--- config.mk ---
export PLATFORM = sky130hd
export DESIGN_NAME = rk4i_mul
export DESIGN_NICKNAME = d
export VERILOG_FILES = /design/src/sv/rk4i_pkg.sv /design/src/sv/rk4i_mul.sv
export SDC_FILE = /design/constraint.sdc
export NUM_CORES = 2
export LEC_CHECK = 0
export BUFFER_PORTS_ARGS = -buffer_cell sky130_fd_sc_hd__buf_2
export CAP_MARGIN = 20
export CORE_UTILIZATION = 40
export DETAILED_ROUTE_END_ITERATION = 12
export MAX_ROUTING_LAYER = met4
export PLACE_DENSITY = 0.57
export SETUP_SLACK_MARGIN = 0.05
export SYNTH_ARGS = -nofsm -noshare
export SYNTH_HDL_FRONTEND = slang
export SYNTH_SLANG_ARGS = --single-unit
--- constraint.sdc ---
create_clock -name clk -period 21 [get_ports clk]
set_clock_uncertainty 0.15 [all_clocks]
set_input_delay 4.2 -clock clk [delete_from_list [all_inputs] [get_ports clk]]
set_output_delay 4.2 -clock clk [all_outputs]
set_load 0.02 [all_outputs]
--- src/sv/rk4i_pkg.sv ---
// ---------------------------------------------------------------------------
// rk4i_pkg
// Shared widths, codes, pipeline payload types and small arithmetic helpers
// for the fourth-order Runge-Kutta stage integrator.
// ---------------------------------------------------------------------------
package rk4i_pkg;

  // Field widths
  localparam int VAL_W   = 32;              // signed Q16.16 values and clocks
  localparam int FRAC_W  = 16;              // fraction bits
  localparam int STEP_W  = 31;              // unsigned step size h
  localparam int SUM_W   = 35;              // k1 + 2*k2 + 2*k3 + k4
  localparam int LO_W    = 17;              // low slice of the split multiply
  localparam int HI_W    = SUM_W - LO_W;    // signed high slice
  localparam int PHI_W   = STEP_W + 1 + HI_W;
  localparam int PLO_W   = STEP_W + LO_W;
  localparam int PROD_W  = 66;              // exact h * sum
  localparam int INC_W   = PROD_W - FRAC_W; // increment before saturation
  localparam int SAT_W   = INC_W + 1;
  localparam int T_LSB   = FRAC_W + 1;      // floor(p / 2^17) before the /3
  localparam int QLO_W   = 24;              // low part of the /3 split
  localparam int Q_W     = QLO_W + 2;       // divide-by-3 operand width
  localparam int MOD_DIG = (Q_W + 3) / 4;   // hex digits of a /3 operand

  // Reset value of h
  localparam logic [STEP_W-1:0] STEP_SIZE_RST = 31'd655;

  // Divide by 3: floor(x * ceil(2^27 / 3) / 2^27) is exact for x < 2^27
  localparam logic [Q_W-1:0] DIV3_MAGIC = 26'd44739243;
  localparam int             DIV3_SHIFT = 27;
  // 3 * 2^24, makes a signed 25-bit operand non-negative
  localparam logic [Q_W-1:0] DIV3_BIAS  = 26'd50331648;

  // Saturation limits
  localparam logic signed [VAL_W-1:0] VAL_MAX = {1'b0, {(VAL_W-1){1'b1}}};
  localparam logic signed [VAL_W-1:0] VAL_MIN = {1'b1, {(VAL_W-1){1'b0}}};

  // Item action codes
  localparam logic ACT_EVAL    = 1'b0;
  localparam logic ACT_RESTART = 1'b1;

  // Runge-Kutta stage
  typedef enum logic [1:0] {
    STG_K1 = 2'd0,
    STG_K2 = 2'd1,
    STG_K3 = 2'd2,
    STG_K4 = 2'd3
  } stage_t;

  // Per-item fields carried alongside the arithmetic
  typedef struct packed {
    logic signed [VAL_W-1:0] x0;
    logic [1:0]              stage_done;
    logic                    step_complete;
    logic [VAL_W-1:0]        stage_time;
    logic [VAL_W-1:0]        step_time;
    logic                    use_div;
  } side_t;

  // Accepted item: multiplier and slope operand
  typedef struct packed {
    side_t                   side;
    logic [STEP_W-1:0]       mult;
    logic signed [SUM_W-1:0] slope;
  } op_t;

  // Partial products
  typedef struct packed {
    side_t                   side;
    logic signed [PHI_W-1:0] prod_hi;
    logic [PLO_W-1:0]        prod_lo;
  } prod_t;

  // Exact product
  typedef struct packed {
    side_t                    side;
    logic signed [PROD_W-1:0] prod;
  } full_t;

  // First half of the divide by 3
  typedef struct packed {
    side_t                   side;
    logic signed [QLO_W-1:0] quo_hi;
    logic [1:0]              rem_hi;
    logic [QLO_W-1:0]        t_lo;
    logic signed [INC_W-1:0] inc_dir;
  } split_t;

  // Final increment
  typedef struct packed {
    side_t                   side;
    logic signed [INC_W-1:0] inc;
  } inc_t;

  // floor(x / 3) for a 26-bit unsigned x
  function automatic logic [Q_W-2:0] div3(input logic [Q_W-1:0] x);
    logic [2*Q_W-1:0] prod;
    prod = x * DIV3_MAGIC;
    return prod[DIV3_SHIFT +: Q_W-1];
  endfunction

  // x mod 3 by digit folding (16 and 4 are both 1 mod 3)
  function automatic logic [1:0] mod3(input logic [Q_W-1:0] x);
    logic [4*MOD_DIG-1:0] xp;
    logic [6:0]           s1;
    logic [3:0]           s2;
    logic [2:0]           s3;
    xp = (4*MOD_DIG)'(x);
    s1 = '0;
    for (int i = 0; i < MOD_DIG; i++) begin
      s1 = s1 + 7'(xp[4*i +: 4]);
    end
    s2 = 4'(s1[1:0]) + 4'(s1[3:2]) + 4'(s1[5:4]) + 4'(s1[6]);
    s3 = 3'(s2[1:0]) + 3'(s2[3:2]);
    if (s3 >= 3'd3) begin
      s3 = s3 - 3'd3;
    end
    return s3[1:0];
  endfunction

endpackage

--- src/sv/rk4i_mul.sv ---
// ---------------------------------------------------------------------------
// rk4i_mul
// Exact h * slope product: two partial products in one stage, their
// shifted sum in the next.
// ---------------------------------------------------------------------------
module rk4i_mul (
  input  logic            clk,
  input  logic            rst_n,
  input  logic            op_valid,
  output logic            op_ready,
  input  rk4i_pkg::op_t   op,
  output logic            full_valid,
  input  logic            full_ready,
  output rk4i_pkg::full_t full
);
  import rk4i_pkg::*;

  logic                     p2_valid_r, p2_valid_nxt;
  logic                     p3_valid_r, p3_valid_nxt;
  prod_t                    p2_r, p2_nxt;
  full_t                    p3_r, p3_nxt;
  logic                     p2_ready, p3_ready;
  logic signed [PROD_W-1:0] hi_ext;
  logic signed [PROD_W-1:0] lo_ext;

  // Stage enables
  assign p3_ready   = !p3_valid_r || full_ready;
  assign p2_ready   = !p2_valid_r || p3_ready;
  assign op_ready   = p2_ready;
  assign full_valid = p3_valid_r;
  assign full       = p3_r;

  // Partial products: signed high slice and unsigned low slice of the slope
  always_comb begin
    p2_nxt.side    = op.side;
    p2_nxt.prod_hi = $signed({1'b0, op.mult}) * $signed(op.slope[SUM_W-1:LO_W]);
    p2_nxt.prod_lo = op.mult * op.slope[LO_W-1:0];
    p2_valid_nxt   = p2_ready ? op_valid : p2_valid_r;
  end

  // Recombine
  always_comb begin
    hi_ext       = PROD_W'(p2_r.prod_hi) <<< LO_W;
    lo_ext       = $signed(PROD_W'(p2_r.prod_lo));
    p3_nxt.side  = p2_r.side;
    p3_nxt.prod  = hi_ext + lo_ext;
    p3_valid_nxt = p3_ready ? p2_valid_r : p3_valid_r;
  end

  always_ff @(posedge clk) begin
    if (!rst_n) begin
      p2_valid_r <= 1'b0;
      p3_valid_r <= 1'b0;
    end else begin
      p2_valid_r <= p2_valid_nxt;
      p3_valid_r <= p3_valid_nxt;
    end
  end

  always_ff @(posedge clk) begin
    if (op_valid && p2_ready) begin
      p2_r <= p2_nxt;
    end
    if (p2_valid_r && p3_ready) begin
      p3_r <= p3_nxt;
    end
  end

endmodule

==> summary.md <==
| Metric | Value |
|---|---|
| Per-cell routed wire length | 19.33 µm |
| Final nets | 6,274 |
| Post-synth top area cell | fa_1 |
| Std cell rows | 126 |
| Max-cap viol count | 0 |
| End of the worst hold path | full[103]$_DFFE_PP_ |
| Post-CTS setup buffers | 0 |
| Syn nets | 6,098 |
| Commonest non-fill, non-tap cell in the layout | inv_1 |
| Highest-count cells in the layout ignoring fill and taps | inv_1 (1,102), fa_1 (899), nand2_1 (689), and2_1 (438), edfxtp_1 (363) |
| Area Growth Syn to Fin | 9.033% |
| Die W | 347.1 µm |
| Final WL | 125,000 µm |
| Slowest stage delay, CP | 0.68 ns |
| Met1 Use GR | 30.72% |
| CP endpoint kind | register |
| CP Launch Type | input port |
| Critical register-to-register path endpoint | full[62]$_DFFE_PP_ |
| Final setup viols | 0 |
| # DRC | 0 |
| CP Buf/Inv Count | 6 |
| Post-DP HPWL | 93,430 µm |
| CP Class | in2reg |
| Core Box Area | 118,100 µm² |
| CP max stage cell | buf_2 |
| Initial antenna violation count | 12 |
| Min-Delay Startpoint | p2_r[135]$_DFFE_PP_ |
| Post-route antenna net violation count | 0 |
| Family with the most delay on the worst path | adder cells |
| Critical Path Stages | 24 |
| Most Used Layer, Global Route | met2 |
| Port-buffer cells | 337 |
| Router iterations before antenna repair | 5 |
| Largest net degree at the start of global routing | 73 |
| Worst-path clk slew | 0.06 ns |
| Clk_lat worst skew | 0.57 ns |
| Worst-path fanout max | 36 |
| Hold WC Path Type | reg2reg |
| Synth top area share | 37.78% |
| RD Place Congestion | 0.8837 |
| Unrepaired setup endpoints after global routing | false |
| Status | completed |
| Layout cells sized above 1 | 8.869% |
| Reg2reg start | hi_ext[24]$_DFFE_PP_ |
| TNS Setup | 0 ns |
| Total grt overflow | 0 |
| Most common cell on crit path | fa_1 |
| Io pins | 338 |
| Clk root buf | clkbuf_16 |
| Total vias in the final route | 32,210 |
| Fin crit share | 52.33% |
| Min cycle time layout | 10.99 ns |
| Inserted Clock Buffers | 39 |
| Async SR Flop Fraction | 0% |
| Max Buffers Root-to-Sink | 3 |
| Synth area leaders | fa_1 (38%), edfxtp_1 (23%), inv_1 (8.7%), ha_1 (8.1%), and2_1 (5.8%) |
| Number of fill cells | 11,330 |
| Slew @ Worst Pin | 0.9737 ns |
| First-pass GRT wire length | 199,000 µm |
| Hold Worst Slack | 0.2655 ns |
| Hold-fix buffers, CTS | 0 |
| Post-Place Cell Area | 50,580 µm² |
| All-Layer GR Usage | 21.91% |
| Worst slew margin | 34.40% |
| Cells on worst reg2reg path | 12 |
| Critical Path RT | 21.17 ns |
| CP arrival | 11.16 ns |
| Clock tree sinks | 365 |
| Vias per cell | 4.983 |
| Synth Cell Area | 47,630 µm² |
| Die height | 347.1 µm |
| CTS tree | built |
| Final hold vios | 0 |
| Starting Density | 40.34% |
| Post-Synthesis Cells | 4,722 |
| Post-synthesis cell type count | 64 |
| Final Max Tran Viols | 0 |
| Count of flip-flops with a built-in enable after synthesis | 363 |
| Design Area, Final | 51,940 µm² |
| Seq/Total Area, Yosys | 22.97% |
| Worst Hold Depth | 0 |
| Yosys reg bits | 365 |
| Met3 usage | 2.930% |
| H-tree Lvls | 2 |
| Register-to-register setup slack | 17.02 ns |
| Final setup margin | 10.01 ns |
| Vias in the first global route | 34,470 |
| Setup Slack @ Placement | 9.468 ns |
| Ys flop type | edfxtp_1 |
| Initial DRC count | 1,870 |
| Die area | 120,500 µm² |
| Peak Freq | 0.09100 GHz |
| Syn Area/Cell | 10.09 µm² |
| Post-CTS Resized | 0 |
| Crit path cell chain | buf_2 > nand2_1 > fa_1 > inv_1 > fa_1 > inv_1 > fa_1 > fa_1 > inv_1 > fa_1 > inv_1 > fa_1 > inv_1 > ha_1 > and3_1 > nand2b_1 > a211o_1 > a311oi_1 > a21boi_1 > o31ai_2 > a211oi_1 > o21ai_0 > a21oi_1 > xnor2_1 |
| Ys Warns | 0 |
| GR met2 Demand/Resource | 34.39% |
[flip-flops by register name, indices dropped and copies added, names as in the netlist]
register	count
p2_r	100
full	166
p2_valid_r	1
full_valid	1
lo_ext	48
hi_ext	49
[worst reg2reg max path, delay by kind of cell, from the launching register on]
kind                       cells  cell delay, ns
buffers and inverters          1            0.19
DFF                            1            0.41
xor gates and xnor gates       1            0.25
adders and majority gates      1            0.42
AOI/OAI and AO/OA              5            1.49
and+or+nand+nor                4            0.88
[logic make-up after synthesis]
family / count (synthesis) / share of synthesized area (%)
buffers and inverters: 1329 / 10.48
and+or+nand+nor: 1333 / 13.40
muxes: 2 / 0.04203
AOI/OAI and AO/OA: 353 / 4.804
adders and majority gates: 1206 / 45.85
DFF: 365 / 22.97
xor gates and xnor gates: 134 / 2.464
[synthesized netlist by cell type (3+ instances only)]
library cell and number:
inv_1 1102, nor2_1 86, a21boi_1 4, buf_1 3, a21boi_0 3, a211oi_1 9, clkbuf_1 222, xor2_1 42
and4_1 5, and2_1 439, nand2b_1 18, a41oi_1 6, a31oi_1 15, o21bai_1 12, a21oi_1 115, nand2_1 689
a21o_1 72, and3_1 23, nor3_1 7, o21ai_1 5, a31o_2 4, a221o_1 5, fa_1 899, edfxtp_1 363
xnor2_1 92, o21a_1 11, ha_1 307, o21ai_0 58, a311oi_1 4, nand3_1 23, nor2b_1 15, a211o_1 5
nand4_1 19
[worst max path at each step]
stage | start | to
final | op[51] | hi_ext[64]$_DFFE_PP_
after global routing | op[48] | hi_ext[64]$_DFFE_PP_
after CTS | op[34] | hi_ext[64]$_DFFE_PP_
after detailed placement | op[46] | lo_ext[46]$_DFFE_PP_
after global placement | op[46] | lo_ext[46]$_DFFE_PP_
after floorplan | full_ready | full[0]$_DFFE_PP_
[layer usage]
layer  vias up  routed length [µm]
met2      1077               56980
met5         -                   0
met3       120                8542
met4         0                1673
li1      14510                   -
met1     16510               57800
[area by class of cell]
class,count,area (µm²),share of cell area [%]
multi-input cells,3028,31710,61.06
flip-flops and latches,365,10940,21.07
repair buffers,361,1867,3.594
diodes,2,5.005,0.009636
inverters,1103,4140,7.972
clock inverters,26,332.8,0.6408
well taps,1536,1922,3.700
clock buffers,44,1016,1.956
[metrics by stage]
step / util (%) / cells
after floorplan: - / 4722
after global placement: 42.84 / 6393
after detailed placement: 42.84 / 6393
after CTS: 43.98 / 6463
after global routing: 43.98 / 6464
final: 43.98 / 6465
Power is left out: the tool's default activity adds up to more than one toggle a clock period on the data nets, which glitch-free logic cannot reach.
