===== src/sv/rk4i_pkg.sv =====
// ---------------------------------------------------------------------------
// rk4i_pkg
// Shared widths, codes, pipeline payload types and small arithmetic helpers
// for the fourth-order Runge-Kutta stage integrator.
// ---------------------------------------------------------------------------
package rk4i_pkg;

  // Field widths
  localparam int VAL_W   = 32;              // signed Q16.16 values and clocks
  localparam int FRAC_W  = 16;              // fraction bits
  localparam int STEP_W  = 31;              // unsigned step size h
  localparam int SUM_W   = 35;              // k1 + 2*k2 + 2*k3 + k4
  localparam int LO_W    = 17;              // low slice of the split multiply
  localparam int HI_W    = SUM_W - LO_W;    // signed high slice
  localparam int PHI_W   = STEP_W + 1 + HI_W;
  localparam int PLO_W   = STEP_W + LO_W;
  localparam int PROD_W  = 66;              // exact h * sum
  localparam int INC_W   = PROD_W - FRAC_W; // increment before saturation
  localparam int SAT_W   = INC_W + 1;
  localparam int T_LSB   = FRAC_W + 1;      // floor(p / 2^17) before the /3
  localparam int QLO_W   = 24;              // low part of the /3 split
  localparam int Q_W     = QLO_W + 2;       // divide-by-3 operand width
  localparam int MOD_DIG = (Q_W + 3) / 4;   // hex digits of a /3 operand

  // Reset value of h
  localparam logic [STEP_W-1:0] STEP_SIZE_RST = 31'd655;

  // Divide by 3: floor(x * ceil(2^27 / 3) / 2^27) is exact for x < 2^27
  localparam logic [Q_W-1:0] DIV3_MAGIC = 26'd44739243;
  localparam int             DIV3_SHIFT = 27;
  // 3 * 2^24, makes a signed 25-bit operand non-negative
  localparam logic [Q_W-1:0] DIV3_BIAS  = 26'd50331648;

  // Saturation limits
  localparam logic signed [VAL_W-1:0] VAL_MAX = {1'b0, {(VAL_W-1){1'b1}}};
  localparam logic signed [VAL_W-1:0] VAL_MIN = {1'b1, {(VAL_W-1){1'b0}}};

  // Item action codes
  localparam logic ACT_EVAL    = 1'b0;
  localparam logic ACT_RESTART = 1'b1;

  // Runge-Kutta stage
  typedef enum logic [1:0] {
    STG_K1 = 2'd0,
    STG_K2 = 2'd1,
    STG_K3 = 2'd2,
    STG_K4 = 2'd3
  } stage_t;

  // Per-item fields carried alongside the arithmetic
  typedef struct packed {
    logic signed [VAL_W-1:0] x0;
    logic [1:0]              stage_done;
    logic                    step_complete;
    logic [VAL_W-1:0]        stage_time;
    logic [VAL_W-1:0]        step_time;
    logic                    use_div;
  } side_t;

  // Accepted item: multiplier and slope operand
  typedef struct packed {
    side_t                   side;
    logic [STEP_W-1:0]       mult;
    logic signed [SUM_W-1:0] slope;
  } op_t;

  // Partial products
  typedef struct packed {
    side_t                   side;
    logic signed [PHI_W-1:0] prod_hi;
    logic [PLO_W-1:0]        prod_lo;
  } prod_t;

  // Exact product
  typedef struct packed {
    side_t                    side;
    logic signed [PROD_W-1:0] prod;
  } full_t;

  // First half of the divide by 3
  typedef struct packed {
    side_t                   side;
    logic signed [QLO_W-1:0] quo_hi;
    logic [1:0]              rem_hi;
    logic [QLO_W-1:0]        t_lo;
    logic signed [INC_W-1:0] inc_dir;
  } split_t;

  // Final increment
  typedef struct packed {
    side_t                   side;
    logic signed [INC_W-1:0] inc;
  } inc_t;

  // floor(x / 3) for a 26-bit unsigned x
  function automatic logic [Q_W-2:0] div3(input logic [Q_W-1:0] x);
    logic [2*Q_W-1:0] prod;
    prod = x * DIV3_MAGIC;
    return prod[DIV3_SHIFT +: Q_W-1];
  endfunction

  // x mod 3 by digit folding (16 and 4 are both 1 mod 3)
  function automatic logic [1:0] mod3(input logic [Q_W-1:0] x);
    logic [4*MOD_DIG-1:0] xp;
    logic [6:0]           s1;
    logic [3:0]           s2;
    logic [2:0]           s3;
    xp = (4*MOD_DIG)'(x);
    s1 = '0;
    for (int i = 0; i < MOD_DIG; i++) begin
      s1 = s1 + 7'(xp[4*i +: 4]);
    end
    s2 = 4'(s1[1:0]) + 4'(s1[3:2]) + 4'(s1[5:4]) + 4'(s1[6]);
    s3 = 3'(s2[1:0]) + 3'(s2[3:2]);
    if (s3 >= 3'd3) begin
      s3 = s3 - 3'd3;
    end
    return s3[1:0];
  endfunction

endpackage


===== src/sv/rk4i_if.sv =====


interface rk4i_out_if;
  import rk4i_pkg::*;

  logic                    valid;
  logic                    ready;
  logic signed [VAL_W-1:0] next_value;
  logic [1:0]              stage_done;
  logic                    step_complete;
  logic [VAL_W-1:0]        stage_time;
  logic [VAL_W-1:0]        step_time;

  modport source (output valid, next_value, stage_done, step_complete, stage_time,
                  step_time, input ready);
  modport sink   (input valid, next_value, stage_done, step_complete, stage_time,
                  step_time, output ready);
endinterface


===== src/sv/rk4i_out.sv =====
// ---------------------------------------------------------------------------
// rk4i_out
// Adds the increment to the start value, saturates to 32 bits and holds
// the result in the output register until it is taken.
// ---------------------------------------------------------------------------
module rk4i_out (
  input  logic           clk,
  input  logic           rst_n,
  input  logic           inc_valid,
  output logic           inc_ready,
  input  rk4i_pkg::inc_t inc,
  rk4i_out_if.source     out_ch
);
  import rk4i_pkg::*;

  logic                    out_valid_r, out_valid_nxt;
  logic signed [VAL_W-1:0] next_value_r, next_value_nxt;
  logic [1:0]              stage_done_r;
  logic                    step_complete_r;
  logic [VAL_W-1:0]        stage_time_r;
  logic [VAL_W-1:0]        step_time_r;
  logic signed [SAT_W-1:0] sum;
  logic                    ovf;

  assign inc_ready            = !out_valid_r || out_ch.ready;
  assign out_ch.valid         = out_valid_r;
  assign out_ch.next_value    = next_value_r;
  assign out_ch.stage_done    = stage_done_r;
  assign out_ch.step_complete = step_complete_r;
  assign out_ch.stage_time    = stage_time_r;
  assign out_ch.step_time     = step_time_r;

  // Add and saturate
  always_comb begin
    sum = SAT_W'(inc.side.x0) + SAT_W'(inc.inc);
    ovf = (sum[SAT_W-1:VAL_W-1] != '0) && (sum[SAT_W-1:VAL_W-1] != '1);
    if (ovf) begin
      next_value_nxt = sum[SAT_W-1] ? VAL_MIN : VAL_MAX;
    end else begin
      next_value_nxt = sum[VAL_W-1:0];
    end
    out_valid_nxt = inc_ready ? inc_valid : out_valid_r;
  end

  always_ff @(posedge clk) begin
    if (!rst_n) begin
      out_valid_r <= 1'b0;
    end else begin
      out_valid_r <= out_valid_nxt;
    end
  end

  always_ff @(posedge clk) begin
    if (inc_valid && inc_ready) begin
      next_value_r    <= next_value_nxt;
      stage_done_r    <= inc.side.stage_done;
      step_complete_r <= inc.side.step_complete;
      stage_time_r    <= inc.side.stage_time;
      step_time_r     <= inc.side.step_time;
    end
  end

endmodule


===== src/flat_wrapper.sv =====
// flat-port wrapper written by rule: the top's interface ports become plain ports
module rk4i_out_flat import rk4i_pkg::*;
  (clk, rst_n, inc_valid, inc_ready, inc, out_ch_valid, out_ch_next_value, out_ch_stage_done, out_ch_step_complete, out_ch_stage_time, out_ch_step_time, out_ch_ready);
  rk4i_out_if out_ch_i ();
  input  logic clk;
  input  logic rst_n;
  input  logic inc_valid;
  output logic inc_ready;
  input  rk4i_pkg::inc_t inc;
  output wire logic [$bits(out_ch_i.valid)-1:0] out_ch_valid;
  output wire logic [$bits(out_ch_i.next_value)-1:0] out_ch_next_value;
  output wire logic [$bits(out_ch_i.stage_done)-1:0] out_ch_stage_done;
  output wire logic [$bits(out_ch_i.step_complete)-1:0] out_ch_step_complete;
  output wire logic [$bits(out_ch_i.stage_time)-1:0] out_ch_stage_time;
  output wire logic [$bits(out_ch_i.step_time)-1:0] out_ch_step_time;
  input wire logic [$bits(out_ch_i.ready)-1:0] out_ch_ready;
  assign out_ch_valid = out_ch_i.valid;
  assign out_ch_next_value = out_ch_i.next_value;
  assign out_ch_stage_done = out_ch_i.stage_done;
  assign out_ch_step_complete = out_ch_i.step_complete;
  assign out_ch_stage_time = out_ch_i.stage_time;
  assign out_ch_step_time = out_ch_i.step_time;
  assign out_ch_i.ready = out_ch_ready;
  rk4i_out u_core (.clk(clk), .rst_n(rst_n), .inc_valid(inc_valid), .inc_ready(inc_ready), .inc(inc), .out_ch(out_ch_i));
endmodule

===== config.mk =====
export PLATFORM = sky130hd
export DESIGN_NAME = rk4i_out_flat
export DESIGN_NICKNAME = d
export VERILOG_FILES = /design/src/sv/rk4i_pkg.sv /design/src/sv/rk4i_if.sv /design/src/sv/rk4i_out.sv /design/src/flat_wrapper.sv
export SDC_FILE = /design/constraint.sdc
export NUM_CORES = 1
export LEC_CHECK = 0
export ABC_AREA = 1
export CAP_MARGIN = 30
export CORE_ASPECT_RATIO = 1.2
export CORE_MARGIN = 5
export CORE_UTILIZATION = 59
export DETAILED_ROUTE_END_ITERATION = 7
export DONT_BUFFER_PORTS = 1
export PLACE_DENSITY = 0.87
export RECOVER_POWER = 50
export SYNTH_ARGS = -nofsm -noshare
export SYNTH_HDL_FRONTEND = slang
export SYNTH_SLANG_ARGS = --single-unit
export TNS_END_PERCENT = 100

===== constraint.sdc =====
create_clock -name clk -period 5.24 [get_ports clk]
set_input_delay 0.262 -clock clk [delete_from_list [all_inputs] [get_ports clk]]
set_output_delay 0.262 -clock clk [all_outputs]
set_load 0.005 [all_outputs]

==> reports/metrics.yaml <==
status:
  status: "complete, no violations"
setup_path:
  end_kind: "flip-flop"
  crit_chain: "ha_1, nand2_1, inv_1, a21oi_1, inv_1, a21oi_1, nor2_1, nor2_1, nand2_1, nand2_1, nand2_1, nor2_1, nand2_1, nor2_1, nand3_2, nand3_2, nand2_1"
  rr_worst_depth: 2
  crit_fanout: 31
  max_stage_delay_ps: 490
  crit_type: "in2reg"
  r2r-end: "u_core.out_ch.step_time[24]"
  critPathBufInv: 2
  critical-path-top-delay-family: "simple AND/OR/NAND/NOR gates"
  slowest_stage: "nand3_2"
  critical_path_required_ps: 5290
  cp-start-kind: "primary input"
  path_common_cell: "nand2_1"
  crit_cells: 17
  rrSetupSlack_ps: 3590
  r2r-start: "u_core.out_ch.valid"
  worstPathArrival_ps: 3110
cells_and_area:
  fillers: 1153
  final_nets: 1392
  syn2layout_area_growth_pct: 5.64
  drive_gt1_share_pct: 4.11
  instances_no_fill: 1361
synth:
  ys_types: 29
  ys_warn_count: 0
  synthArstFlopShare_pct: 0
  yosysSeqAreaShare_pct: 37.3
  synth_area_per_cell_um2: 6.79
  synth-edff-count: 99
  synth_seq_cells: 100
  syn-cell-area_um2: 8030
  synthCells: 1182
  synth_top_area_share_pct: 37.0
  syn_nets: 1387
  ys_top_cells_by_area: "edfxtp_1, nand2_1, inv_1, ha_1, nor2_1"
  synth_largest_area_cell: "edfxtp_1"
  synth_top_flop_cell: "edfxtp_1"
die:
  num_rows: 46
  fp.coreArea_um2: 13300
  dieWidth_um: 116
  start_util_pct: 60.4
  die_h_um: 138
  pin_count: 255
  floorplan.die_area_um2: 16000
timing:
  relSlewSlack_pct: 41.7
  max_clock_freq_ghz: 0.326
  rsz0062_at_grt: "no"
  slew_viol_final: 0
  period_share_pct: 58.5
  tns_ps: 0
  worst_slew_pin_slew_ps: 874
  hold_viol: 0
  period_minus_slack_ps: 3060
  setup_viol: 0
  clock_skew_ps: 4.64
min_path:
  min_from: "inc[53]"
  hold_end: "u_core.out_ch.step_time[2]"
  holdPathStages: 0
  hp-class: "in2reg"
routing:
  avgRoutedWirePerCell_um: 18.5
  routed_wl_um: 25100
  viasPerCell: 5.43
  ant_nets: 0
  drt_iter0_drc: 475
  vias: 7392
  dr.pass1.iters: 5
  drc: 0
global_routing:
  grt_antenna_before_repair: 2
  grt_usage_pct: 30.7
  grt_start_max_net_pins: 73
  grt_pass1_wl_um: 36800
  grt_pass1_vias: 6881
  grt_overflow_total: 0
place:
  finalWeightedCongestion: 1.02
  dp_hpwl_um: 21600
  place.port_buffers: 0
  placed_cells: 1344
clock_network:
  cts_inserted_buffers: 9
  path_clk_slew_ps: 70
  clkSinkCount: 100
  post-cts-setup-buffers: 0
  cts_buffer_depth: 2
  cts_resized: 0
  cts_tree: "yes"
  htree_levels: 3
  cts_hold_buf: 0
  insertion_delay_ps: 340
  root_buffer: "clkbuf_16"
job:
  maxCapViolCount: 0
power:
  powerDensity_nw_per_um2: 268
  vdd_drop_max_mv: 0.379
  p_leak_uw: 0.00445
logic make-up after synthesis:
group	Yosys count	synth area share [%]
compound gates	54	3.73
buf+inv	240	11.8
simple gates	708	36.0
flops	100	37.3
fa+ha+maj	51	8.04
xor+xnor	29	3.16
state kept, by name (all words and copies together), names as in the netlist:
signal and count:
u_core.out_ch.valid 1, u_core.out_ch.next_value 32, u_core.out_ch.step_complete 1, u_core.out_ch.step_time 32, u_core.out_ch.stage_time 32, u_core.out_ch.stage_done 2
stage by stage:
| stage | util, % | power [uW] | hold slack [ps] | instance area, um^2 | worst slack [ps] |
|---|---|---|---|---|---|
| 3_5_place_dp | 61.6 | 1630 | 361 | 8180 | 1880 |
| 2_1_floorplan | - | 1470 | 361 | 8030 | 1600 |
| 6_report | 63.8 | 2270 | 14.8 | 8480 | 2180 |
| 4_1_cts | 63.7 | 2270 | 6.12 | 8470 | 2220 |
| 3_3_place_gp | 61.6 | 1620 | 361 | 8180 | 1960 |
| 5_1_grt | 63.8 | 2400 | 1.94 | 8480 | 1920 |
layer usage:
layer	track usage [%]	up-vias	part of all wire, %
li1	-	3657	-
met1	33.3	3263	34
met2	54.5	396	51
met3	7.07	76	9.9
met4	17.1	0	5.5
met5	0	-	0
Yosys cell counts, types with 8 or more instances:
cell type  count
nand4_1       13
nor2_1        99
a21oi_1       36
edfxtp_1      99
nand3_2        8
nor2_2        12
nand3_1       57
xor2_1        22
inv_1        229
ha_1          50
nand2_1      503
cells in the final DEF (no fill, tap or decap), types with 5 or more instances in the layout:
cell	n
inv_1	229
a31oi_1	5
nor2_1	99
nand2_1	503
clkbuf_16	9
nand3_1	57
a21oi_1	35
nand2_2	7
xnor2_1	7
xor2_1	22
nand4_1	13
o21bai_1	7
ha_1	50
nand3_2	8
edfxtp_1	99
nor2_2	12
nor3_1	5
power by group:
| part | internal (uW) | total, uW | switching [uW] |
|---|---|---|---|
| Combinational | 194 | 622 | 427 |
| Sequential | 963 | 1010 | 43.1 |
| Clock | 370 | 643 | 273 |
worst reg2reg max path, cell delays in order, from the launching register on:
cell and delay, ps:
dfxtp_1 370, a21oi_4 170, buf_4 670
worst max-delay path by stage:
stage,endpoint,start,slack [ps]
after floorplan,u_core.out_ch.next_value[0],out_ch_ready,1600
after global placement,u_core.out_ch.next_value[17],inc[26],1960
after detailed placement,u_core.out_ch.next_value[29],inc[0],1880
after CTS,u_core.out_ch.next_value[29],inc[17],2220
after global routing,u_core.out_ch.next_value[29],inc[0],1920
final,u_core.out_ch.next_value[11],inc[26],2180
area by class of cell:
type / count / area [um^2] / area share, %
multi-input combinational: 842 / 4100 / 48.3
clock inverter: 5 / 60.1 / 0.708
inverter: 232 / 871 / 10.3
tap: 168 / 210 / 2.48
antenna: 2 / 5.00 / 0.0590
timing repair buffer: 2 / 15.0 / 0.177
clock buffer: 10 / 229 / 2.70
sequential: 100 / 2990 / 35.3
Note: power is estimated with default switching activity, not from simulation.
