**src/sv/rk4i_pkg.sv**
```systemverilog
// ---------------------------------------------------------------------------
// rk4i_pkg
// Shared widths, codes, pipeline payload types and small arithmetic helpers
// for the fourth-order Runge-Kutta stage integrator.
// ---------------------------------------------------------------------------
package rk4i_pkg;

  // Field widths
  localparam int VAL_W   = 32;              // signed Q16.16 values and clocks
  localparam int FRAC_W  = 16;              // fraction bits
  localparam int STEP_W  = 31;              // unsigned step size h
  localparam int SUM_W   = 35;              // k1 + 2*k2 + 2*k3 + k4
  localparam int LO_W    = 17;              // low slice of the split multiply
  localparam int HI_W    = SUM_W - LO_W;    // signed high slice
  localparam int PHI_W   = STEP_W + 1 + HI_W;
  localparam int PLO_W   = STEP_W + LO_W;
  localparam int PROD_W  = 66;              // exact h * sum
  localparam int INC_W   = PROD_W - FRAC_W; // increment before saturation
  localparam int SAT_W   = INC_W + 1;
  localparam int T_LSB   = FRAC_W + 1;      // floor(p / 2^17) before the /3
  localparam int QLO_W   = 24;              // low part of the /3 split
  localparam int Q_W     = QLO_W + 2;       // divide-by-3 operand width
  localparam int MOD_DIG = (Q_W + 3) / 4;   // hex digits of a /3 operand

  // Reset value of h
  localparam logic [STEP_W-1:0] STEP_SIZE_RST = 31'd655;

  // Divide by 3: floor(x * ceil(2^27 / 3) / 2^27) is exact for x < 2^27
  localparam logic [Q_W-1:0] DIV3_MAGIC = 26'd44739243;
  localparam int             DIV3_SHIFT = 27;
  // 3 * 2^24, makes a signed 25-bit operand non-negative
  localparam logic [Q_W-1:0] DIV3_BIAS  = 26'd50331648;

  // Saturation limits
  localparam logic signed [VAL_W-1:0] VAL_MAX = {1'b0, {(VAL_W-1){1'b1}}};
  localparam logic signed [VAL_W-1:0] VAL_MIN = {1'b1, {(VAL_W-1){1'b0}}};

  // Item action codes
  localparam logic ACT_EVAL    = 1'b0;
  localparam logic ACT_RESTART = 1'b1;

  // Runge-Kutta stage
  typedef enum logic [1:0] {
    STG_K1 = 2'd0,
    STG_K2 = 2'd1,
    STG_K3 = 2'd2,
    STG_K4 = 2'd3
  } stage_t;

  // Per-item fields carried alongside the arithmetic
  typedef struct packed {
    logic signed [VAL_W-1:0] x0;
    logic [1:0]              stage_done;
    logic                    step_complete;
    logic [VAL_W-1:0]        stage_time;
    logic [VAL_W-1:0]        step_time;
    logic                    use_div;
  } side_t;

  // Accepted item: multiplier and slope operand
  typedef struct packed {
    side_t                   side;
    logic [STEP_W-1:0]       mult;
    logic signed [SUM_W-1:0] slope;
  } op_t;

  // Partial products
  typedef struct packed {
    side_t                   side;
    logic signed [PHI_W-1:0] prod_hi;
    logic [PLO_W-1:0]        prod_lo;
  } prod_t;

  // Exact product
  typedef struct packed {
    side_t                    side;
    logic signed [PROD_W-1:0] prod;
  } full_t;

  // First half of the divide by 3
  typedef struct packed {
    side_t                   side;
    logic signed [QLO_W-1:0] quo_hi;
    logic [1:0]              rem_hi;
    logic [QLO_W-1:0]        t_lo;
    logic signed [INC_W-1:0] inc_dir;
  } split_t;

  // Final increment
  typedef struct packed {
    side_t                   side;
    logic signed [INC_W-1:0] inc;
  } inc_t;

  // floor(x / 3) for a 26-bit unsigned x
  function automatic logic [Q_W-2:0] div3(input logic [Q_W-1:0] x);
    logic [2*Q_W-1:0] prod;
    prod = x * DIV3_MAGIC;
    return prod[DIV3_SHIFT +: Q_W-1];
  endfunction

  // x mod 3 by digit folding (16 and 4 are both 1 mod 3)
  function automatic logic [1:0] mod3(input logic [Q_W-1:0] x);
    logic [4*MOD_DIG-1:0] xp;
    logic [6:0]           s1;
    logic [3:0]           s2;
    logic [2:0]           s3;
    xp = (4*MOD_DIG)'(x);
    s1 = '0;
    for (int i = 0; i < MOD_DIG; i++) begin
      s1 = s1 + 7'(xp[4*i +: 4]);
    end
    s2 = 4'(s1[1:0]) + 4'(s1[3:2]) + 4'(s1[5:4]) + 4'(s1[6]);
    s3 = 3'(s2[1:0]) + 3'(s2[3:2]);
    if (s3 >= 3'd3) begin
      s3 = s3 - 3'd3;
    end
    return s3[1:0];
  endfunction

endpackage

```
**src/sv/rk4i_if.sv**
```systemverilog
// ---------------------------------------------------------------------------
// rk4i_if
// Valid/ready channels of the stage integrator: evaluation items in,
// stage results out.
// ---------------------------------------------------------------------------
interface rk4i_in_if;
  import rk4i_pkg::*;

  logic                    valid;
  logic                    ready;
  logic                    action;
  logic signed [VAL_W-1:0] current_value;
  logic signed [VAL_W-1:0] derivative;

  modport source (output valid, action, current_value, derivative, input ready);
  modport sink   (input valid, action, current_value, derivative, output ready);
endinterface


```
**src/sv/rk4i_ctl.sv**
```systemverilog
// ---------------------------------------------------------------------------
// rk4i_ctl
// Input stage: step register, stage counter, start value and slopes,
// evaluation and step clocks; builds the multiply operands of each item.
// ---------------------------------------------------------------------------
module rk4i_ctl (
  input  logic                        clk,
  input  logic                        rst_n,
  rk4i_in_if.sink                     in_ch,
  input  logic                        cfg_we,
  input  logic [rk4i_pkg::STEP_W-1:0] cfg_data,
  output logic                        op_valid,
  input  logic                        op_ready,
  output rk4i_pkg::op_t               op
);
  import rk4i_pkg::*;

  logic [STEP_W-1:0]       step_size_r, step_size_nxt;
  stage_t                  stage_r, stage_nxt;
  logic signed [VAL_W-1:0] start_value_r, start_value_nxt;
  logic signed [VAL_W-1:0] slope_one_r, slope_one_nxt;
  logic signed [VAL_W-1:0] slope_two_r, slope_two_nxt;
  logic signed [VAL_W-1:0] slope_three_r, slope_three_nxt;
  logic [VAL_W-1:0]        eval_time_r, eval_time_nxt;
  logic [VAL_W-1:0]        full_step_time_r, full_step_time_nxt;
  logic                    op_valid_r, op_valid_nxt;
  op_t                     op_r, op_nxt;
  logic [STEP_W-1:0]       half;
  logic                    accept;

  assign in_ch.ready = !op_valid_r || op_ready;
  assign accept      = in_ch.valid && in_ch.ready;
  assign op_valid    = op_valid_r;
  assign op          = op_r;

  // Next state and operands, as if the current item is accepted
  always_comb begin
    half               = {1'b0, step_size_r[STEP_W-1:1]};
    step_size_nxt      = cfg_we ? cfg_data : step_size_r;
    op_valid_nxt       = in_ch.ready ? in_ch.valid : op_valid_r;
    stage_nxt          = stage_r;
    start_value_nxt    = start_value_r;
    slope_one_nxt      = slope_one_r;
    slope_two_nxt      = slope_two_r;
    slope_three_nxt    = slope_three_r;
    eval_time_nxt      = eval_time_r;
    full_step_time_nxt = full_step_time_r;

    op_nxt                    = '0;
    op_nxt.side.x0            = start_value_r;
    op_nxt.side.stage_done    = stage_r;
    op_nxt.mult               = step_size_r;
    op_nxt.slope              = SUM_W'(in_ch.derivative);

    if (in_ch.action == ACT_RESTART) begin
      // restart: clocks cleared, value passed straight through
      stage_nxt              = STG_K1;
      eval_time_nxt          = '0;
      full_step_time_nxt     = '0;
      op_nxt.side.x0         = in_ch.current_value;
      op_nxt.side.stage_done = STG_K1;
      op_nxt.mult            = '0;
      op_nxt.slope           = '0;
    end else begin
      case (stage_r)
        STG_K1: begin
          start_value_nxt = in_ch.current_value;
          slope_one_nxt   = in_ch.derivative;
          op_nxt.side.x0  = in_ch.current_value;
          op_nxt.mult     = half;
          eval_time_nxt   = eval_time_r + VAL_W'(half);
          stage_nxt       = STG_K2;
        end
        STG_K2: begin
          slope_two_nxt = in_ch.derivative;
          op_nxt.mult   = half;
          stage_nxt     = STG_K3;
        end
        STG_K3: begin
          slope_three_nxt = in_ch.derivative;
          eval_time_nxt   = eval_time_r + VAL_W'(half);
          stage_nxt       = STG_K4;
        end
        STG_K4: begin
          // weighted slope sum, divided by 6 further down
          op_nxt.slope = SUM_W'(slope_one_r) + (SUM_W'(slope_two_r) <<< 1)
                       + (SUM_W'(slope_three_r) <<< 1) + SUM_W'(in_ch.derivative);
          op_nxt.side.use_div       = 1'b1;
          op_nxt.side.step_complete = 1'b1;
          full_step_time_nxt        = eval_time_r;
          stage_nxt                 = STG_K1;
        end
        default: begin
          stage_nxt = STG_K1;
        end
      endcase
      op_nxt.side.stage_time = eval_time_nxt;
      op_nxt.side.step_time  = full_step_time_nxt;
    end
  end

  // Control and integrator state
  always_ff @(posedge clk) begin
    if (!rst_n) begin
      step_size_r      <= STEP_SIZE_RST;
      stage_r          <= STG_K1;
      start_value_r    <= '0;
      slope_one_r      <= '0;
      slope_two_r      <= '0;
      slope_three_r    <= '0;
      eval_time_r      <= '0;
      full_step_time_r <= '0;
      op_valid_r       <= 1'b0;
    end else begin
      step_size_r <= step_size_nxt;
      op_valid_r  <= op_valid_nxt;
      if (accept) begin
        stage_r          <= stage_nxt;
        start_value_r    <= start_value_nxt;
        slope_one_r      <= slope_one_nxt;
        slope_two_r      <= slope_two_nxt;
        slope_three_r    <= slope_three_nxt;
        eval_time_r      <= eval_time_nxt;
        full_step_time_r <= full_step_time_nxt;
      end
    end
  end

  // Operand register, loaded on transfer
  always_ff @(posedge clk) begin
    if (accept) begin
      op_r <= op_nxt;
    end
  end

endmodule

```
**src/flat_wrapper.sv**
```systemverilog
// flat-port wrapper written by rule: the top's interface ports become plain ports
module rk4i_ctl_flat import rk4i_pkg::*;
  (clk, rst_n, cfg_we, cfg_data, op_valid, op_ready, op, in_ch_valid, in_ch_action, in_ch_current_value, in_ch_derivative, in_ch_ready);
  rk4i_in_if in_ch_i ();
  input  logic clk;
  input  logic rst_n;
  input  logic cfg_we;
  input  logic [rk4i_pkg::STEP_W-1:0] cfg_data;
  output logic op_valid;
  input  logic op_ready;
  output rk4i_pkg::op_t op;
  input wire logic [$bits(in_ch_i.valid)-1:0] in_ch_valid;
  input wire logic [$bits(in_ch_i.action)-1:0] in_ch_action;
  input wire logic [$bits(in_ch_i.current_value)-1:0] in_ch_current_value;
  input wire logic [$bits(in_ch_i.derivative)-1:0] in_ch_derivative;
  output wire logic [$bits(in_ch_i.ready)-1:0] in_ch_ready;
  assign in_ch_i.valid = in_ch_valid;
  assign in_ch_i.action = in_ch_action;
  assign in_ch_i.current_value = in_ch_current_value;
  assign in_ch_i.derivative = in_ch_derivative;
  assign in_ch_ready = in_ch_i.ready;
  rk4i_ctl u_core (.clk(clk), .rst_n(rst_n), .in_ch(in_ch_i), .cfg_we(cfg_we), .cfg_data(cfg_data), .op_valid(op_valid), .op_ready(op_ready), .op(op));
endmodule
```
**config.mk**
```make
export PLATFORM = sky130hd
export DESIGN_NAME = rk4i_ctl_flat
export DESIGN_NICKNAME = d
export VERILOG_FILES = /design/src/sv/rk4i_pkg.sv /design/src/sv/rk4i_if.sv /design/src/sv/rk4i_ctl.sv /design/src/flat_wrapper.sv
export SDC_FILE = /design/constraint.sdc
export NUM_CORES = 1
export LEC_CHECK = 0
export BUFFER_PORTS_ARGS = -buffer_cell sky130_fd_sc_hd__buf_4
export CORE_UTILIZATION = 30
export DETAILED_ROUTE_END_ITERATION = 8
export GPL_TIMING_DRIVEN = 0
export PLACE_DENSITY = 0.48
export SETUP_SLACK_MARGIN = 0.3
export SLEW_MARGIN = 20
export SYNTH_ARGS = -nofsm -noshare
export SYNTH_HDL_FRONTEND = slang
export SYNTH_SLANG_ARGS = --single-unit
```
**constraint.sdc**
```tcl
create_clock -name clk -period 10.8 [get_ports clk]
set_input_delay 2.7 -clock clk [delete_from_list [all_inputs] [get_ports clk]]
set_output_delay 2.7 -clock clk [all_outputs]
set_load 0.05 [all_outputs]
```
==> impl_metrics.ini, run 1 <==
[routing]
wl_mm = 64.2
wire_per_inst_um = 18.9
firstDrtPassIters = 5
viasPerCell = 4.83
route.detailed.drc = 0
drtIter0Drc = 975
vias = 16400
ant_nets = 0

[worst_hold_path]
holdPathStages = 2
hp-start = u_core.start_value_r[28]
holdPathEnd = u_core.start_value_r[28]
holdCritPathClass = flop to flop

[placed_design]
hpwl_mm = 47.8
dp.cells = 3306
place_area_mm2 = 0.0235
gp_routability_congestion = 0.907
numPortBuffers = 266
place_ws_ps = 3940

[job]
maxCapViolCount = 0

[sta]
finalClockSkew_ps = 16.6
rsz0062_at_grt = false
fin_tns_setup_ps = 0
finalHoldViolations = 0
max_freq_ghz = 0.159
fin_ws_ps = 4490
fin_crit_sh = 0.584
timing.final.max_slew_violations = 0
relSlewSlack = 0.224
period_minus_slack_ps = 6310
worst_pin_slew_ps = 1160
setup_violations = 0

[logic_synthesis]
synth_seq_cells = 391
syn_area_mm2 = 0.0203
ys_types = 78
synth_top_cell_by_area = edfxtp_1
yosysTopAreaCellShare = 0.244
ys_seq_area_frac = 0.466
synth_ff_type = dfxtp_1
synth_edf_count = 165
yosysWarnings = 0
syn_avg_cell_area_um2 = 9.40
synthCells = 2162
synth.area.top_cells = edfxtp_1 (24%), dfxtp_1 (22%), nand2_1 (8.0%), fa_1 (6.6%), a21oi_1 (5.9%)
syn_nets = 2398
async_reset_ff_frac = 0

[global_route]
grt_overflow = 0
grt_pass1_vias = 16500
busiest_layer = met2
grt_pass1_wl_mm = 97.4
use_met1 = 0.230
met3_usage = 0.0407
antenna_found_initial = 5
grt_max_degree = 50
grt.total_usage = 0.183
met2_usage = 0.316

[layout]
stdcell_count = 3394
register_area_mm2 = 0.00948
fill_cells = 6721
drive_gt1_frac = 0.160
stdcell_area_mm2 = 0.0252
nets = 2719
multiInputGateArea_mm2 = 0.00963
diodes = 0
synthToLayoutAreaGrowth_pct = 23.7

[clock_network]
clk_latency_ps = 580
root_buffer = clkbuf_16
post-cts-setup-buffers = 0
htreeDepth = 2
cts_made_buffers = 47
clockBufferDepth = 3
clk_pin_slew_ps = 60
cts_hold_buf = 0
post_cts_resized = 0
cts_tree = yes
clock_sinks = 391

[power]
total_power_mw = 3.96
vdd_drop_max_v = 0.000101
p_leak_nw = 9.96
power_density_mw_per_mm2 = 157

[setup_path]
reg2reg_depth = 14
worstPathMaxFanout = 6
crit_path_end_kind = flop
crit_arrival_ps = 6620
cp_slowest_cell = o31ai_2
path_class = input port to flop
path_delay_family = compound AO/OA/AOI/OAI gates
r2r-start = u_core.slope_three_r[5]
critPathRequiredTime_ps = 11120
cp-start-kind = input port
crit_buf_inv = 3
critPathMaxStageDelay_ps = 590
reg2reg_to = u_core.op[33]
reg2reg_slack_ps = 6450
crit_chain = buf_4 > inv_1 > fa_1 > inv_1 > fa_1 > ha_1 > a21oi_1 > nand2_1 > o211a_1 > o31ai_2 > o22ai_1 > a31oi_1 > o21ai_1 > xnor2_1 > o21ai_1

[floorplan]
num_rows = 95
die_area_mm2 = 0.0688
core_mm2 = 0.0672
initial_utilization = 0.303
io_pins = 269
die_h_um = 262
dieWidth_um = 262

[status]
status = finished, final reports clean
## worst max path at each step
stage | start | end | slack [ps] | depth (start not counted)
6_report | in_ch_derivative[6] | u_core.op[33] | 4490 | 15
5_1_grt | in_ch_derivative[6] | u_core.op[33] | 4200 | 15
4_1_cts | in_ch_derivative[6] | u_core.op[27] | 4520 | 15
3_5_place_dp | in_ch_derivative[2] | u_core.op[34] | 3940 | 17
3_3_place_gp | op_ready | u_core.op[59] | -1050 | 6
2_1_floorplan | op_ready | u_core.op[0] | 1840 | 5
## logic make-up (layout without fill, tap and decap cells)
kind of cell / count (synthesis) / count (layout) / share of synthesized area
AOI/OAI and AO/OA: 417 / 417 / 0.125
adders and majority gates: 135 / 135 / 0.108
buffers and inverters: 311 / 670 / 0.0604
and+or+nand+nor: 708 / 708 / 0.144
muxes: 146 / 146 / 0.0738
xor gates and xnor gates: 54 / 54 / 0.0233
DFF: 391 / 391 / 0.466
## report_power, final
| group | total [mW] | internal [mW] | switching (mW) |
|---|---|---|---|
| clock network | 1.68 | 1.03 | 0.649 |
| logic | 0.631 | 0.209 | 0.421 |
| registers | 1.65 | 1.61 | 0.0381 |
| total | 3.96 | 2.85 | 1.11 |
## Yosys cell counts (4+ instances only)
master	instances
a22oi_1	6
ha_1	68
a22o_1	8
buf_6	4
o21ai_1	15
nand3b_1	5
a21boi_0	5
nor4b_1	4
o21bai_1	9
a211oi_1	9
and3_1	10
buf_1	24
nor3_1	13
nor2b_1	11
mux2i_1	114
mux2_2	32
nand2b_1	16
edfxtp_1	165
o22ai_1	5
nand4_1	8
nand2_1	433
o21ai_0	21
dfxtp_1	226
o21a_1	5
or3_1	4
inv_1	193
a31oi_1	11
a21oi_1	241
o211a_1	4
xor2_1	16
fa_1	67
o211ai_1	5
clkbuf_1	81
nor2_1	166
a21o_1	28
xnor2_1	38
nand3_1	22
o31ai_1	13
## metal layers
metal	wire (um)	vias up
met2	31200	445
met4	1480	10
met3	3960	98
met5	59	-
met1	27500	7934
li1	-	7912
## final cells by class
class	count	area share
multi-input combinational	1460	0.383
tap	873	0.0434
sequential	391	0.377
timing repair buffer	272	0.0840
buffer	117	0.0200
clock inverter	17	0.0105
clock buffer	70	0.0535
inverter	194	0.0289
## state kept, by name (all words and copies together), names as in the netlist
| signal | cells |
|---|---|
| u_core.slope_one_r | 32 |
| u_core.op | 165 |
| u_core.slope_two_r | 32 |
| u_core.start_value_r | 32 |
| u_core.slope_three_r | 32 |
| u_core.op_valid | 1 |
| u_core.stage_r | 2 |
| u_core.step_size_r | 31 |
| u_core.eval_time_r | 32 |
| u_core.full_step_time_r | 32 |
## stage by stage
stage,util,hold WS (ps)
final,0.375,451
after global routing,0.375,470
after CTS,0.374,455
after detailed placement,0.350,446
after global placement,0.349,439
after floorplan,-,433
## worst min-delay path: cells and delay by family, from the launching register on
| kind | cells | cell delay, ps |
|---|---|---|
| flops | 1 | 310 |
| simple gates | 1 | 50 |
| compound gates | 1 | 50 |
## placed cells by master (no fill, tap or decap), drive strengths merged, types with 36 or more instances in the layout
cell,instances
a21oi,244
buf,304
clkbuf,154
dfxtp,226
edfxtp,165
fa,67
ha,68
inv,196
mux2i,114
nand2,433
nor2,166
o21ai,36
xnor2,38
Power figures use the tool's default switching activity.
==> inputs of run 2 (changes only) <==
- ABC_AREA: default -> 1
- PLACE_DENSITY: 0.48 -> 0.49
- clock period: 10.8 -> 5.2 ns (I/O delays scaled with it)
==> run 2 against run 1 <==
  * Sequential cell count unchanged
  * Critical path type unchanged
  * Sequential share of layout area down 1.7 points
  * Utilization down 0.51 points
  * Total power up 120%
  * Register-to-register slack worse by 4700 ps
  * Clock skew down 2.2 ps
  * Critical endpoint is now u_core.op[24]
  * Clock power up 93%
==> impl_metrics.ini, run 2 <==
[clock_network]
clockBufferDepth = 3
post-cts-setup-buffers = 0
htreeDepth = 2
root_buffer = clkbuf_16
clock_sinks = 391
cts_hold_buf = 0
cts_made_buffers = 47
post_cts_resized = 0
cts_tree = yes
clk_latency_ps = 590
clk_pin_slew_ps = 60

[placed_design]
gp_routability_congestion = 0.899
numPortBuffers = 266
place_area_mm2 = 0.0249
hpwl_mm = 56.6
place_ws_ps = 556

[routing]
wl_mm = 73.3
drtIter0Drc = 1211
ant_nets = 0
firstDrtPassIters = 5
wire_per_inst_um = 17.8
route.detailed.drc = 0
viasPerCell = 4.60
vias = 18900

[global_route]
grt_overflow = 0
grt_max_degree = 94
grt_pass1_vias = 18200
grt_pass1_wl_mm = 111
antenna_found_initial = 2
grt.total_usage = 0.198

[sta]
period_minus_slack_ps = 4030
finalHoldViolations = 0
rsz0062_at_grt = false
relSlewSlack = 0.311
timing.final.max_slew_violations = 0
fin_crit_sh = 0.775
max_freq_ghz = 0.248
setup_violations = 0
worst_pin_slew_ps = 1030
fin_ws_ps = 1170
fin_tns_setup_ps = 0
finalClockSkew_ps = 14.4

[floorplan]
dieWidth_um = 271
die_h_um = 271
io_pins = 269
initial_utilization = 0.303
die_area_mm2 = 0.0732
num_rows = 98
core_mm2 = 0.0714

[setup_path]
cp_slowest_cell = fa_1
startpoint = in_ch_derivative[2]
reg2reg_to = u_core.op[24]
crit_chain = buf_4 > inv_1 > fa_1 > fa_1 > inv_1 > ha_1 > inv_1 > fa_1 > o21ai_2 > nand2_1 > nand2_2 > nand2_1 > nand2_1 > nand3_1 > nand3_1 > nand3_1 > nand2_1 > inv_1
crit_arrival_ps = 4370
path_delay_family = adder cells
worstPathMaxFanout = 4
endpoint = u_core.op[24]
critPathMaxStageDelay_ps = 560
path_class = input port to flop
r2r-start = u_core.slope_three_r[1]
reg2reg_depth = 17
critPathRequiredTime_ps = 5540
crit_path_end_kind = flop
cp.depth = 18
reg2reg_slack_ps = 1730
crit_buf_inv = 5
cp-start-kind = input port

[logic_synthesis]
synth_seq_cells = 391
syn_nets = 3043
synth_most_common_cell = nand2_1
synthCells = 2807
synth_common_cells = nand2_1 (525), inv_1 (440), nor2_1 (370)
async_reset_ff_frac = 0
ys_seq_area_frac = 0.438
yosysWarnings = 0
synth_ff_type = dfxtp_1
synth_top_cell_by_area = edfxtp_1
ys_types = 40
synth_edf_count = 165
syn_area_mm2 = 0.0216
synth.area.top_cells = edfxtp_1 (23%), dfxtp_1 (21%), nand2_1 (9.1%), o21ai_0 (7.9%), inv_1 (7.6%)
syn_avg_cell_area_um2 = 7.71
yosysTopAreaCellShare = 0.229

[worst_hold_path]
holdCritPathClass = flop to flop

[job]
maxCapViolCount = 0

[layout]
final_core_util = 0.369
nets = 3359
largest_reg_flops = 165
synthToLayoutAreaGrowth_pct = 21.9
fill_cells = 7637
drive_gt1_frac = 0.138
layout_common_cells = nand2_1 (525), inv_1 (440), nor2_1 (370)
layout_commonest_cell = nand2_1
stdcell_area_mm2 = 0.0264

[power]
vdd_drop_max_v = 0.000228
p_leak_nw = 12.3
power_density_mw_per_mm2 = 327

[status]
status = finished, final reports clean
run 2: cell types whose count changed in the layout (fill, tap and decap cells not counted), sizes merged, moves of 16 or more:
cell and delta:
a21o -27, mux2 -32, nand2b -16, o21ai +318, inv +253, nand3 +84, xnor2 -32, nand2 +118
nor2 +214, mux2i -111
run 2: where the power goes:
part           switching, mW  internal (mW)
registers              0.117           3.42
logic                   1.28          0.568
clock network           1.37           1.87
total                   2.77           5.86
run 2: routing by layer:
metal	up-vias	wire, um	GRT usage
met5	-	0	0
met4	0	2330	0.0641
met3	102	3290	0.0310
met2	421	34500	0.326
met1	8826	33100	0.265
li1	9576	-	-
run 2: worst min-delay path by stage:
stage                          endpoint                      from  cells past startpoint  slack [ps]
2_1_floorplan   u_core.start_value_r[0]   u_core.start_value_r[0]                      2         420
3_3_place_gp   u_core.start_value_r[22]  u_core.start_value_r[22]                      2         440
3_5_place_dp   u_core.start_value_r[17]  u_core.start_value_r[17]                      2         440
4_1_cts        u_core.start_value_r[27]  u_core.start_value_r[27]                      2         450
5_1_grt        u_core.start_value_r[29]  u_core.start_value_r[29]                      2         460
6_report       u_core.start_value_r[27]  u_core.start_value_r[27]                      2         450
run 2: cells by family (layout without fill, tap and decap cells):
| logic type | Yosys count | after routing | synth area share |
|---|---|---|---|
| AOI/OAI and AO/OA | 616 | 616 | 0.146 |
| muxes | 3 | 3 | 0.00139 |
| adders and majority gates | 135 | 135 | 0.101 |
| buffers and inverters | 571 | 926 | 0.102 |
| DFF | 391 | 391 | 0.438 |
| xor gates and xnor gates | 21 | 21 | 0.00850 |
| other | 0 | 2 | 0 |
| and+or+nand+nor | 1070 | 1070 | 0.203 |
run 2: cell type report:
type	instances	area, um^2	share of cell area
Antenna cell	2	5.00	0.000190
Buffer	124	528	0.0200
Clock buffer	62	1300	0.0494
Clock inverter	26	204	0.00774
Inverter	447	1680	0.0636
Multi-Input combinational cell	1845	9960	0.378
Sequential cell	391	9480	0.360
Tap cell	950	1190	0.0451
Timing Repair Buffer	267	2020	0.0768
run 2: worst register-to-register path, delay by kind of cell (launching register included):
kind,cells,cell delay (ps)
AOI/OAI and AO/OA,1,230
buffers and inverters,4,230
adders and majority gates,4,1530
DFF,1,300
and+or+nand+nor,8,950
run 2: through the flow:
step / std cells / hold WS (ps) / power [mW]
final: 4114 / 447 / 8.63
after global routing: 4114 / 465 / 9.08
after CTS: 4112 / 452 / 8.76
after detailed placement: 4024 / 443 / 5.46
after global placement: 4023 / 436 / 5.47
after floorplan: 2807 / 424 / 4.84
